### src/gpht_pkg.sv
// Package for the grouped-probe hash table: widths, codes, markers and the
// command/status structs between controller and datapath. No dependencies.
`default_nettype none

package gpht_pkg;

  localparam int GROUP_SLOTS_DEF = 16;
  localparam int GROUP_COUNT_DEF = 64;

  localparam int FUNC_W   = 2;
  localparam int KEY_W    = 48;
  localparam int HASH_W   = 56;
  localparam int HOLDER_W = 32;
  localparam int STATUS_W = 2;
  localparam int SLOT_W   = 10;
  localparam int COUNT_W  = 11;
  localparam int TAG_W    = 7;
  localparam int CTRL_W   = 8;

  localparam logic [CTRL_W-1:0]  CTRL_EMPTY    = 8'h80;
  localparam logic [CTRL_W-1:0]  CTRL_DELETED  = 8'hFE;
  localparam logic [COUNT_W-1:0] MAX_OCC_RESET = 11'd896;
  localparam logic [COUNT_W-1:0] LIVE_LIMIT    = 11'd1024;

  typedef enum logic [FUNC_W-1:0] {
    FUNC_LOOKUP = 2'd0,
    FUNC_INSERT = 2'd1,
    FUNC_UPDATE = 2'd2,
    FUNC_REMOVE = 2'd3
  } func_e;

  typedef enum logic [STATUS_W-1:0] {
    ST_FOUND    = 2'd0,
    ST_INSERTED = 2'd1,
    ST_MISS     = 2'd2,
    ST_FULL     = 2'd3
  } status_e;

  typedef struct packed {
    logic    load;
    logic    rd;
    logic    eval;
    logic    advance;
    logic    hold_rd;
    logic    upd_wr;
    logic    rem_wr;
    logic    ins_wr;
    logic    clr_wr;
    logic    out_load;
    status_e res;
  } gpht_cmd_t;

  typedef struct packed {
    func_e func;
    logic  key_zero;
    logic  full;
    logic  home_done;
    logic  hit;
    logic  has_empty;
    logic  del_any;
    logic  last_probe;
    logic  clr_last;
    logic  live_zero;
    logic  out_busy;
  } gpht_sts_t;

endpackage

`default_nettype wire

### src/gpht_ctrl.sv
// Controller: sequences clear sweep, home-group reduction, group probing,
// holder read and table writes. Depends on gpht_pkg.
`default_nettype none

module gpht_ctrl (
  input  wire                 clk_i,
  input  wire                 rst_ni,
  input  wire                 in_valid_i,
  output logic                in_ready_o,
  input  gpht_pkg::gpht_sts_t sts_i,
  output gpht_pkg::gpht_cmd_t cmd_o
);
  import gpht_pkg::*;

  typedef enum logic [2:0] {
    S_CLEAR, S_IDLE, S_HOME, S_READ, S_CHECK, S_HOLD, S_INS, S_DONE
  } state_e;

  state_e  state_q, state_d;
  status_e res_q, res_d;

  always_comb begin
    state_d    = state_q;
    res_d      = res_q;
    cmd_o      = '0;
    cmd_o.res  = res_q;
    in_ready_o = 1'b0;
    unique case (state_q)
      S_CLEAR: begin
        cmd_o.clr_wr = 1'b1;
        if (sts_i.clr_last) state_d = S_IDLE;
      end
      S_IDLE: begin
        in_ready_o = 1'b1;
        if (in_valid_i) begin
          cmd_o.load = 1'b1;
          state_d    = S_HOME;
        end
      end
      S_HOME: begin
        if (sts_i.home_done) begin
          if ((sts_i.func == FUNC_LOOKUP || sts_i.func == FUNC_UPDATE) && sts_i.key_zero) begin
            res_d   = ST_MISS;
            state_d = S_DONE;
          end else if (sts_i.func == FUNC_INSERT && sts_i.full) begin
            res_d   = ST_FULL;
            state_d = S_DONE;
          end else begin
            state_d = S_READ;
          end
        end
      end
      S_READ: begin
        cmd_o.rd = 1'b1;
        state_d  = S_CHECK;
      end
      S_CHECK: begin
        cmd_o.eval = 1'b1;
        if (sts_i.hit) begin
          res_d   = ST_FOUND;
          state_d = S_HOLD;
        end else if (sts_i.has_empty || sts_i.last_probe) begin
          if (sts_i.func == FUNC_INSERT && (sts_i.del_any || sts_i.has_empty)) begin
            res_d   = ST_INSERTED;
            state_d = S_INS;
          end else begin
            res_d   = (sts_i.func == FUNC_INSERT) ? ST_FULL : ST_MISS;
            state_d = S_DONE;
          end
        end else begin
          cmd_o.advance = 1'b1;
          state_d       = S_READ;
        end
      end
      S_HOLD: begin
        cmd_o.hold_rd = 1'b1;
        cmd_o.upd_wr  = sts_i.func == FUNC_UPDATE;
        cmd_o.rem_wr  = sts_i.func == FUNC_REMOVE;
        state_d       = S_DONE;
      end
      S_INS: begin
        cmd_o.ins_wr = 1'b1;
        state_d      = S_DONE;
      end
      S_DONE: begin
        if (!sts_i.out_busy) begin
          cmd_o.out_load = 1'b1;
          // last live entry removed: sweep every group back to empty
          if (sts_i.func == FUNC_REMOVE && res_q == ST_FOUND && sts_i.live_zero)
            state_d = S_CLEAR;
          else
            state_d = S_IDLE;
        end
      end
      default: state_d = S_IDLE;
    endcase
  end

  always_ff @(posedge clk_i or negedge rst_ni) begin
    if (!rst_ni) begin
      state_q <= S_CLEAR;
      res_q   <= ST_MISS;
    end else begin
      state_q <= state_d;
      res_q   <= res_d;
    end
  end

endmodule

`default_nettype wire

### config.mk
export PLATFORM = sky130hd
export DESIGN_NAME = gpht_ctrl
export DESIGN_NICKNAME = d
export VERILOG_FILES = /design/src/gpht_pkg.sv /design/src/gpht_ctrl.sv
export SDC_FILE = /design/constraint.sdc
export NUM_CORES = 1
export LEC_CHECK = 0
export ABC_CLOCK_PERIOD_IN_PS = 1700
export BUFFER_PORTS_ARGS = -buffer_cell sky130_fd_sc_hd__buf_2
export CAP_MARGIN = 30
export CORE_MARGIN = 1
export CORE_UTILIZATION = 25
export DETAILED_ROUTE_END_ITERATION = 16
export PLACE_DENSITY_LB_ADDON = 0.2
export SLEW_MARGIN = 0
export SYNTH_ARGS = -nofsm -noshare
export SYNTH_HDL_FRONTEND = slang
export SYNTH_SLANG_ARGS = --single-unit
export TNS_END_PERCENT = 100
### constraint.sdc
create_clock -name clk_i -period 1.7 [get_ports clk_i]
set_input_delay 0.17 -clock clk_i [delete_from_list [all_inputs] [get_ports clk_i]]
set_output_delay 0.17 -clock clk_i [all_outputs]
set_load 0.02 [all_outputs]
==> results.txt, run 1 <==
WL final -> 1.23 mm
count of boundary I/O pins -> 28
synthesized area per cell -> 7.92 um2
minimum setup slack among reg-to-reg paths -> 370 ps
Final Hold Fails -> 0
# setup viols final -> 0
post-route setup TNS -> 0 ps
number of synthesized flops with an enable pin -> 0
buffer type at the clock tree root -> sky130_fd_sc_hd__clkbuf_4
number of rows in the core area -> 14
path type of the worst setup path -> flop to output port
Worst EP arrival -> 1350 ps
Via density -> 5.16
maximum clock frequency -> 657 MHz
CTS clock-pin slew for the worst setup and hold paths -> 40 ps
Final Skew -> 3.84 ps
library cells used by synthesis -> 33
gate count after technology mapping -> 55
insertion delay to the later sink of the worst-skew pair -> 240 ps
number of buffers inserted by port buffering -> 27
minimum period implied by the final worst setup slack -> 1520 ps
relative contribution of sequential cells to total power -> 0.259
number of global-route vias before repair -> 440
routability congestion estimate from global placement -> 0.762
Total Power -> 991 uW
HPWL Detailed -> 949 um
part of the power in the clock network -> 0.138
sink count of the clock tree -> 5
fraction of the cycle the final worst path needs -> 0.896
FF+latch count, synth -> 5
layout overhead on the synthesized area -> 42.2%
DIE HEIGHT -> 43.7 um
total die area -> 0.00191 mm2
Overall Global Routing Usage -> 0.139
starting density of the core -> 0.279
sw power -> 474 uW
worst endpoint required time -> 1530 ps
VDD IR max -> 0.904 mV
category of the worst setup path capture point -> output port
Gate power share -> 0.603
Pint -> 517 uW
initial detailed-routing violation count -> 17
nets@finish -> 102
unrepaired setup endpoints after global routing -> no
number of buffers created by CTS -> 3
power density over the cells -> 1600 mW/mm2
share of post-route cells with drive strength above 1 -> 0.453
Core Region -> 0.00156 mm2
share of total power consumed by net switching -> 0.478
normalized max-slew margin -> 0.730
pin count of the biggest net entering global routing -> 14
Horiz. Die Dim -> 43.7 um
first-pass detailed-route iteration total -> 10
Antenna diodes -> 0
Mapped Nets -> 70
Wirelength per Cell -> 12.0 um
total via count in the routed design -> 526
run status -> complete, but fails checks
leakage power summed over all cells -> 0.000305 uW
cell area after synthesis -> 435 um2
sequential share of the synthesized area -> 0.290
Filler cells -> 174
number of H-tree levels -> 1
violated checks -> DRC
total number of yosys warnings -> 0
Max Buffers Root-to-Sink -> 2
Hold Slack -> 251 ps
number of antenna violations at the first check in global routing -> 0
post-route antenna net violation count -> 0
maxcap violations -> 0
startpoint types -> flop
Primary FF master, synth -> sky130_fd_sc_hd__dfrtp_1
first-pass GRT wire length -> 1.93 mm
transition at the pin with the smallest max-transition slack -> 399 ps
number of DRC violations after detailed routing -> 1
clock tree from TritonCTS -> built
Worst Hold Class -> input port to flop
Max FO, Critical Path -> 11
FFs w/ async S/R, synth -> 1.00
aggregate global routing overflow -> 0
final-report max-slew violation count -> 0
==> cells by family (layout without fill, tap and decap cells) <==
logic type	count (synthesis)	after routing	synth area share
simple gates	32	32	0.414
compound gates	12	12	0.190
flops	5	5	0.290
buf+inv	5	36	0.0718
mux	1	1	0.0345
==> power by group through the flow <==
stage	Sequential (uW)	Clock [uW]	Combinational (uW)
4_1_cts	254	144	595
5_1_grt	266	154	650
3_5_place_dp	255	0	589
3_3_place_gp	254	0	592
6_report	256	137	598
2_1_floorplan	262	0	427
==> layout by cell type (no fill, tap or decap), drive strengths merged, types with 2 or more instances in the layout <==
cell type  instances
and3               2
dfrtp              4
inv                2
o21ai              3
buf               29
a21oi              3
nand2b             2
nand2              2
clkbuf             4
or3                2
nor2               9
nor3               6
==> final timing paths <==
path | startpoint | end | cells past startpoint
max in group asynchronous | rst_ni | res_q[1] | 2
max reg2reg | state_q[2] | res_q[0] | 5
min reg2reg | res_q[1] | res_q[1] | 1
max | state_q[0] | cmd_o[11] | 4
min in group asynchronous | rst_ni | res_q[0] | 2
min | sts_i[6] | res_q[1] | 3
==> Yosys cell counts, types with 2 or more instances <==
master / number / area, um2
sky130_fd_sc_hd__inv_1: 2 / 7.51
sky130_fd_sc_hd__nor3_1: 6 / 30.0
sky130_fd_sc_hd__nor2_1: 8 / 30.0
sky130_fd_sc_hd__a21oi_1: 3 / 15.0
sky130_fd_sc_hd__nand2_1: 2 / 7.51
sky130_fd_sc_hd__and3_1: 2 / 12.5
sky130_fd_sc_hd__nand2b_1: 2 / 12.5
sky130_fd_sc_hd__o21ai_1: 2 / 10.0
sky130_fd_sc_hd__dfrtp_1: 4 / 100
==> worst max-delay path: stages (launching register included) <==
cell,delay (ps)
sky130_fd_sc_hd__dfrtp_2,470
sky130_fd_sc_hd__inv_1,120
sky130_fd_sc_hd__nor3_1,220
sky130_fd_sc_hd__and2_1,150
sky130_fd_sc_hd__buf_2,150
==> metrics by stage <==
stage,cells,utilization,worst slack (ps),instance area [um2]
finish,102,0.397,177,619
global route,102,0.397,46.5,619
CTS,102,0.396,54.9,618
detailed placement,97,0.373,326,582
global placement,97,0.373,316,582
floorplan,55,-,64.5,435
==> registers in the layout, indices dropped and copies added (netlist names) <==
register,flops
state_q,3
res_q,2
==> routing by layer <==
layer  global-route usage  up-vias  part of all wire
met5                    0        -                 0
met3               0.0500        0             0.072
met4               0.0375        0                 0
met2                0.206       25              0.45
met1                0.189      240              0.47
li1                     -      261                 -
==> timing repair <==
action,CTS,global route
setup endpoints to repair,0,3
gates resized for setup,0,1
endpoints found under the hold margin,5,0
hold buffers,1,0
setup buffers,0,0
==> cell type report <==
cell class | instances | area, um2 | share of cell area
Multi-Input combinational cell | 45 | 278 | 0.448
Timing Repair Buffer | 30 | 160 | 0.259
Sequential cell | 5 | 128 | 0.206
Clock buffer | 4 | 26.3 | 0.0424
Tap cell | 16 | 20.0 | 0.0323
Inverter | 2 | 7.51 | 0.0121
Power figures use the tool's default switching activity.
==> run 2: changes to the inputs <==
--- a/config.mk
+++ b/config.mk
@@ -8,9 +8,9 @@
 export ABC_CLOCK_PERIOD_IN_PS = 1700
 export BUFFER_PORTS_ARGS = -buffer_cell sky130_fd_sc_hd__buf_2
 export CAP_MARGIN = 30
-export CORE_MARGIN = 1
-export CORE_UTILIZATION = 25
+export CORE_AREA = 2 2 39 41
 export DETAILED_ROUTE_END_ITERATION = 16
+export DIE_AREA = 0 0 41 43
 export PLACE_DENSITY_LB_ADDON = 0.2
 export SLEW_MARGIN = 0
 export SYNTH_ARGS = -nofsm -noshare
==> run 2 against run 1 <==
- the run now ends clean
- via count shrank 2.1%
- clock power is essentially flat
- cell count is the same
- total power shrank 0.77%
- design area is the same
- clock-buffer cell count is the same
- non-clock buffer count is the same
- sequential cell count is the same
- setup slack lost 12 ps
- clock skew grew 0.96 ps
- largest cell class unchanged
- largest power group unchanged
==> results.txt, run 2 (synthesis results as in run 1) <==
pin count of the biggest net entering global routing -> 14 (unchanged)
aggregate global routing overflow -> 0 (unchanged)
Core Region -> 0.00138 mm2 (-11%)
largest registers -> state_q: 3 flops, res_q: 2 flops
most utilized layer in the global route result -> met2
number of buffers created by CTS -> 3 (unchanged)
number of H-tree levels -> 1 (unchanged)
DIE HEIGHT -> 43 um (-1.7%)
clock tree from TritonCTS -> built
Post-Place Cell Area -> 582 um2 (unchanged)
number of global-route vias before repair -> 410 (-6.8%)
Wirelength per Cell -> 11.2 um (-7.4%)
share of post-route cells with drive strength above 1 -> 0.453 (unchanged)
first-pass GRT wire length -> 1.77 mm (-8.2%)
family with the most delay on the worst path -> flip-flops
initial detailed-routing violation count -> 13 (-4)
maxcap violations -> 0 (unchanged)
normalized max-slew margin -> 0.782 (+0.0518)
number of antenna violations at the first check in global routing -> 0 (unchanged)
Overall Global Routing Usage -> 0.148 (+0.00966)
met1 track utilization from global routing -> 0.203 (+0.0134)
placed cell count -> 97 (unchanged)
total via count in the routed design -> 515 (-2.1%)
category of the worst setup path capture point -> output port
transition at the pin with the smallest max-transition slack -> 322 ps (-77.0 ps)
# setup viols final -> 0 (unchanged)
Post-Layout Inst Area -> 619 um2 (unchanged)
post-route setup TNS -> 0 ps (unchanged)
Via density -> 5.05 (-2.1%)
HPWL Detailed -> 925 um (-2.6%)
met3 track demand over resource -> 0.0785 (+0.0285)
Most flops, register -> state_q
Max Buffers Root-to-Sink -> 2 (unchanged)
worst endpoint required time -> 1530 ps (about the same)
Max FO, Critical Path -> 11 (unchanged)
sink count of the clock tree -> 5 (unchanged)
Horiz. Die Dim -> 41 um (-6.3%)
maximum single-stage delay on the critical path -> 470 ps (about the same)
commonest non-fill, non-tap cells in the layout -> sky130_fd_sc_hd__buf_2 (27), sky130_fd_sc_hd__nor2_1 (8), sky130_fd_sc_hd__nor3_1 (6)
routability congestion estimate from global placement -> 0.788 (+3.5%)
number of rows in the core area -> 14 (unchanged)
startpoint types -> flop
count of boundary I/O pins -> 28 (unchanged)
Worst EP arrival -> 1370 ps (+20 ps)
layout overhead on the synthesized area -> 42.2% (unchanged)
CP Cell Sequence -> inv_1 > nor3_1 > and2_1 > buf_2
number of buffers inserted by port buffering -> 27 (unchanged)
total die area -> 0.00176 mm2 (-7.8%)
Final Hold Fails -> 0 (unchanged)
unrepaired setup endpoints after global routing -> no
Antenna diodes -> 0 (unchanged)
global routing usage on met2 -> 0.209 (+0.00340)
Crit-path slowest cell -> sky130_fd_sc_hd__dfrtp_2
insertion delay to the later sink of the worst-skew pair -> 240 ps (about the same)
run status -> complete, no violations
critical path buffer and inverter count -> 2 (unchanged)
number of DRC violations after detailed routing -> 0 (-1)
nets@finish -> 102 (unchanged)
final-report max-slew violation count -> 0 (unchanged)
buffer type at the clock tree root -> sky130_fd_sc_hd__clkbuf_4
Worst Hold Class -> input port to flop
leakage power summed over all cells -> 0.000305 uW (unchanged)
starting density of the core -> 0.315 (+0.0354)
VDD IR max -> 0.637 mV (-29%)
post-route antenna net violation count -> 0 (unchanged)
fraction of the cycle the final worst path needs -> 0.903 (+0.00705)
minimum period implied by the final worst setup slack -> 1540 ps (+12.0 ps)
utilization of the core after routing -> 0.448 (+0.0503)
most frequent standard cell in the layout excluding fill and tap cells -> sky130_fd_sc_hd__buf_2
path type of the worst setup path -> flop to output port
number of buffers inserted to repair setup after CTS -> 0 (unchanged)
Hold Slack -> 255 ps (+4.28 ps)
maximum clock frequency -> 651 MHz (-0.78%)
non-filler cells in the finished layout -> 102 (unchanged)
CTS clock-pin slew for the worst setup and hold paths -> 50 ps (about the same)
power density over the cells -> 1590 mW/mm2 (-0.77%)
WL final -> 1.14 mm (-7.4%)
flip-flop count of the largest register after layout -> 3 (unchanged)
Final Skew -> 4.81 ps (+0.965 ps)
first-pass detailed-route iteration total -> 4 (-6)
-- run 2: cell counts in the layout (fill, tap and decap cells not counted) --
Identical to the previous run, type by type.
-- run 2: final cells by class --
cell class | count | area (um2)
Inverter | 2 | 7.51
Timing Repair Buffer | 30 | 160
Fill cell | 138 | 764
Tap cell | 16 | 20.0
Sequential cell | 5 | 128
Clock buffer | 4 | 26.3
Multi-Input combinational cell | 45 | 278
-- run 2: per-layer routing --
layer | up-vias | routed length [um]
met5 | - | 0
li1 | 263 | -
met1 | 233 | 541
met3 | 0 | 84
met4 | 0 | 0
met2 | 19 | 512
-- run 2: path summary, 6_finish.rpt --
check / slack [ps] / cells past startpoint / start / end
setup / recovery: 160 / 4 / state_q[0] / cmd_o[11]
hold / removal: 260 / 3 / sts_i[6] / res_q[1]
setup reg to reg: 380 / 4 / state_q[0] / res_q[0]
hold reg to reg: 540 / 1 / res_q[0] / res_q[0]
max in group asynchronous: 1210 / 2 / rst_ni / res_q[1]
min in group asynchronous: 270 / 2 / rst_ni / state_q[2]
-- run 2: worst min-delay path, cell delays in order --
cell and delay, ps:
sky130_fd_sc_hd__buf_2 120, sky130_fd_sc_hd__o21ai_0 90, sky130_fd_sc_hd__o21a_1 100
-- run 2: stage by stage --
stage                     worst slack (ps)  total power (uW)
final                                  165               983
after global routing                  64.8              1070
after CTS                             50.6               987
after detailed placement               321               840
after global placement                 320               841
after floorplan                       64.5               689
-- run 2: repair_timing --
item | 4_1_cts | 5_1_grt
resized for setup | 0 | 1
endpoints found under the setup margin | 0 | 3
hold buffers | 1 | 0
hold endpoints to repair | 5 | 0
-- run 2: where the power goes --
group          switching, uW  total, uW  internal (uW)  leakage, uW
Combinational            348        585            238     0.000237
Sequential              68.5        259            190    0.0000531
Clock                   50.1        139           88.8    0.0000150
